`src/design/npcs_pkg.sv`:
```
// ----------------------------------------------------------------------------
// npcs_pkg
// Shared widths, constants and control types of the palette search unit.
// ----------------------------------------------------------------------------
`timescale 1ns / 1ps

package npcs_pkg;

    localparam int PALETTE_ENTRIES_DEFAULT = 256;
    localparam int INDEX_W = 8;
    localparam int COLOR_W = 8;
    localparam int SQ_W    = 16;
    localparam int DIST_W  = 18;
    localparam logic [DIST_W-1:0] DIST_MAX = 18'd195075;

    localparam logic MODE_WRITE = 1'b0;
    localparam logic MODE_QUERY = 1'b1;

    // controller -> datapath
    typedef struct packed {
        logic write_en;
        logic load_query;
        logic scan_en;
    } ctrl_cmd_t;

    // datapath -> controller
    typedef struct packed {
        logic scan_last;
    } dp_stat_t;

endpackage

```
`src/design/npcs_ctrl.sv`:
```
// ----------------------------------------------------------------------------
// npcs_ctrl
// Sequencer: accepts commands, steps the scan, drains the pipe, strobes done.
// ----------------------------------------------------------------------------
`timescale 1ns / 1ps

module npcs_ctrl (
    input  logic                 clk,
    input  logic                 rst_n,
    input  logic                 start,
    input  logic                 mode,
    input  npcs_pkg::dp_stat_t   stat,
    output npcs_pkg::ctrl_cmd_t  cmd,
    output logic                 busy,
    output logic                 done
);
    import npcs_pkg::*;

    localparam logic [2:0] ST_IDLE    = 3'd0;
    localparam logic [2:0] ST_SCAN    = 3'd1;
    localparam logic [2:0] ST_DRAIN_A = 3'd2;
    localparam logic [2:0] ST_DRAIN_B = 3'd3;
    localparam logic [2:0] ST_FINISH  = 3'd4;

    logic [2:0] state_reg;
    logic [2:0] state_next;
    logic       accept;

    assign accept = start && (state_reg == ST_IDLE);
    assign busy   = (state_reg != ST_IDLE);
    assign done   = (state_reg == ST_FINISH);

    assign cmd.write_en   = accept && (mode == MODE_WRITE);
    assign cmd.load_query = accept && (mode == MODE_QUERY);
    assign cmd.scan_en    = (state_reg == ST_SCAN);

    always_comb
    begin
        state_next = state_reg;
        case (state_reg)
            ST_IDLE:
            begin
                if (cmd.load_query)
                begin
                    state_next = ST_SCAN;
                end
            end
            ST_SCAN:
            begin
                if (stat.scan_last)
                begin
                    state_next = ST_DRAIN_A;
                end
            end
            ST_DRAIN_A: state_next = ST_DRAIN_B;
            ST_DRAIN_B: state_next = ST_FINISH;
            ST_FINISH:  state_next = ST_IDLE;
            default:    state_next = ST_IDLE;
        endcase
    end

    always_ff @(posedge clk or negedge rst_n)
    begin
        if (!rst_n)
        begin
            state_reg <= ST_IDLE;
        end
        else
        begin
            state_reg <= state_next;
        end
    end

endmodule

```
`config.mk`:
```
export PLATFORM = sky130hd
export DESIGN_NAME = npcs_ctrl
export DESIGN_NICKNAME = d
export VERILOG_FILES = /design/src/design/npcs_pkg.sv /design/src/design/npcs_ctrl.sv
export SDC_FILE = /design/constraint.sdc
export NUM_CORES = 1
export LEC_CHECK = 0
export ABC_CLOCK_PERIOD_IN_PS = 2100
export BUFFER_PORTS_ARGS = -buffer_cell sky130_fd_sc_hd__clkbuf_2
export CORE_AREA = 10 10 47 49
export DETAILED_ROUTE_END_ITERATION = 10
export DIE_AREA = 0 0 57 59
export MAX_ROUTING_LAYER = met4
export PLACE_DENSITY_LB_ADDON = 0.08
export SLEW_MARGIN = 10
export SYNTH_ARGS = -nofsm -noshare
export SYNTH_HDL_FRONTEND = slang
export SYNTH_SLANG_ARGS = --single-unit
```
`constraint.sdc`:
```
create_clock -name clk -period 2.1 [get_ports clk]
set_input_delay 0 -clock clk [delete_from_list [all_inputs] [get_ports clk]]
set_output_delay 0 -clock clk [all_outputs]
set_load 0.02 [all_outputs]
```
==> metrics.yaml <==
global_routing:
  globalRouteTotalUtil_pct: 3.332
  global_route_wire_length_before_repair_um: 848
  first_global_vias: 201
  maximum_number_of_pins_on_one_net_before_global_route_repair: 10
  antenna_violations_before_repair: 0
  gr-total-overflow: 0
floorplan:
  core_region_area_um2: 1401
  die_area_um2: 3363
  io-pin-count: 10
  fp.dieH_um: 59
  initial_utilization_pct: 12.23
  die_width_um: 57
  fp-row-count: 14
cells_and_area:
  area_delta_synth_final_pct: 59.12
  final_layout_size_suffix_gt1_share_pct: 45.16
  layout_common_cells: "clkbuf_2 (9), clkbuf_4 (3), dfrtp_1 (3)"
  antennaDiodeCount: 0
  stdcell_area_um2: 272.8
  max_reg_flops: 3
  final_util_pct: 19.46
  layout_commonest_cell: "clkbuf_2"
  nets: 37
setup_path:
  start_kind: "register"
  critical_path_arrival_ps: 1530
  cp_max_fo: 9
  worstPathCellList: "or4b_1 > nor2_1 > clkbuf_2"
  slowest_delay_ps: 570
  criticalPathCategory: "register to output pin"
  critPathCaptureType: "output pin"
  cp_slowest_cell: "or4b_1"
  cp.required_ps: 2100
logic_synthesis:
  synth.cell_area_um2: 171.4
  yosysSeqAreaShare_pct: 43.80
  synthesized_area_per_cell_um2: 10.08
  yosysUniqueCellTypes: 11
  synth-warning-count: 0
  ys_ff_latch: 3
  postSynthCellCount: 17
  synth_nets: 22
cts:
  tritoncts.num_buffers: 3
  insertion_delay_ps: 230
  cts-root-to-sink-buffers: 2
  numClockSinks: 3
  clock_tree.root_cell: "clkbuf_4"
  tritoncts: "yes"
  ctsHtreeMaxLevel: 1
  path_clk_slew_ps: 30
detailed_routing:
  drt_pass1_iterations: 2
  wirelength_um: 490
  detail_route.vias_per_cell: 3.936
  detail-route-antenna-nets: 0
  detailed_route_wire_length_per_cell_um: 10.43
  drt_drc_violations_left: 0
  route.vias.total: 185
  drtIter0Drc: 6
place:
  gpl.final_weighted_congestion: 0.6697
  numPortBuffers: 9
  dpl_worst_slack_ps: 809.8
  placed_cell_area_um2: 236.5
sta:
  tightestPinTransition_ps: 224.2
  setup_violations: 0
  max_clock_freq_mhz: 655.3
  final_min_period_over_clock_period_pct: 72.66
  fin_skew_ps: 0.07191
  max-slew-margin-rel_pct: 85.05
  layout_min_cycle_time_ps: 1526
  setup-tns-final_ps: 0
  final.setup.worst_slack_ps: 574.0
  report.final.slew_viol_count: 0
  report.final.hold_viol_count: 0
  grt_setup_unrepaired: "false"
hold_path:
  hold_path.class: "primary input to register"
power:
  static-leakage-power_nw: 0.1343
  power.ir.vdd_worst_mv: 0.2972
  report.power.total_mw: 0.3782
  powerDensity_nw_per_um2: 1387
outcome:
  run_status: "finished, final reports clean"
flow_run:
  max-cap-violations: 0
worst max-delay path: cells and delay by family (launching register included):
kind                   cells  cell delay [ps]
DFF                        1              440
and+or+nand+nor            2              680
buffers and inverters      1              180
where the power goes:
| part | total (mW) | switching, mW | internal (mW) |
|---|---|---|---|
| combinational | 0.156 | 0.0836 | 0.0724 |
| clock | 0.101 | 0.0299 | 0.0712 |
| sequential | 0.121 | 0.0409 | 0.0801 |
| total | 0.378 | 0.154 | 0.224 |
cell usage after synthesis:
master	number	area [um2]
nor2_1	2	7.510
o31ai_1	1	7.510
or3_2	1	7.510
nand3b_1	1	7.510
or2b_1	1	7.510
a21oi_1	2	10.01
and3b_2	1	10.01
or4b_1	2	20.02
nor3b_1	2	15.01
dfrtp_1	3	75.07
inv_1	1	3.750
metrics by stage:
stage	hold slack, ps	std cells
6_report	28.67	47
5_1_grt	36.93	47
4_1_cts	21.71	47
3_5_place_dp	-197.7	42
3_3_place_gp	-197.0	42
2_1_floorplan	-295.6	17
cell type report:
class                           count  area, um2
Sequential cell                     3      75.07
Fill cell                         174       1129
Tap cell                           16      20.02
Inverter                            1      3.754
Multi-Input combinational cell     13      92.59
Clock buffer                        4      26.28
Timing Repair Buffer               10      55.05
repair_timing:
action | CTS | global route
setup endpoints to repair | 0 | 0
resized for setup | 0 | 0
setup buffers | 0 | 0
endpoints found under the hold margin | 3 | 0
hold buffers | 1 | 0
kinds of logic after synthesis:
kind of cell	count (synthesis)	share of synthesized area [%]
flops	3	43.79
compound gates	3	10.22
simple gates	10	43.80
buf+inv	1	2.188
path summary, 6_finish.rpt:
check	end	from	slack (ps)	depth (start not counted)
worst max-delay path	cmd[1]	state_reg[1]	570	3
worst min-delay path	state_reg[1]	stat	30	3
worst max register to register	state_reg[0]	state_reg[1]	960	2
worst min register to register	state_reg[1]	state_reg[2]	560	1
max in group asynchronous	state_reg[0]	rst_n	1890	2
min in group asynchronous	state_reg[2]	rst_n	100	2
layer usage:
layer	part of all wire (%)	up-vias	wire, um	GRT usage, %
li1	-	90	-	-
met1	47	87	228	3.444
met2	43	8	211	4.341
met3	10	0	51	2.575
met4	0	0	0	2.013
met5	0	-	0	-
Note: power is estimated with default switching activity, not from simulation.
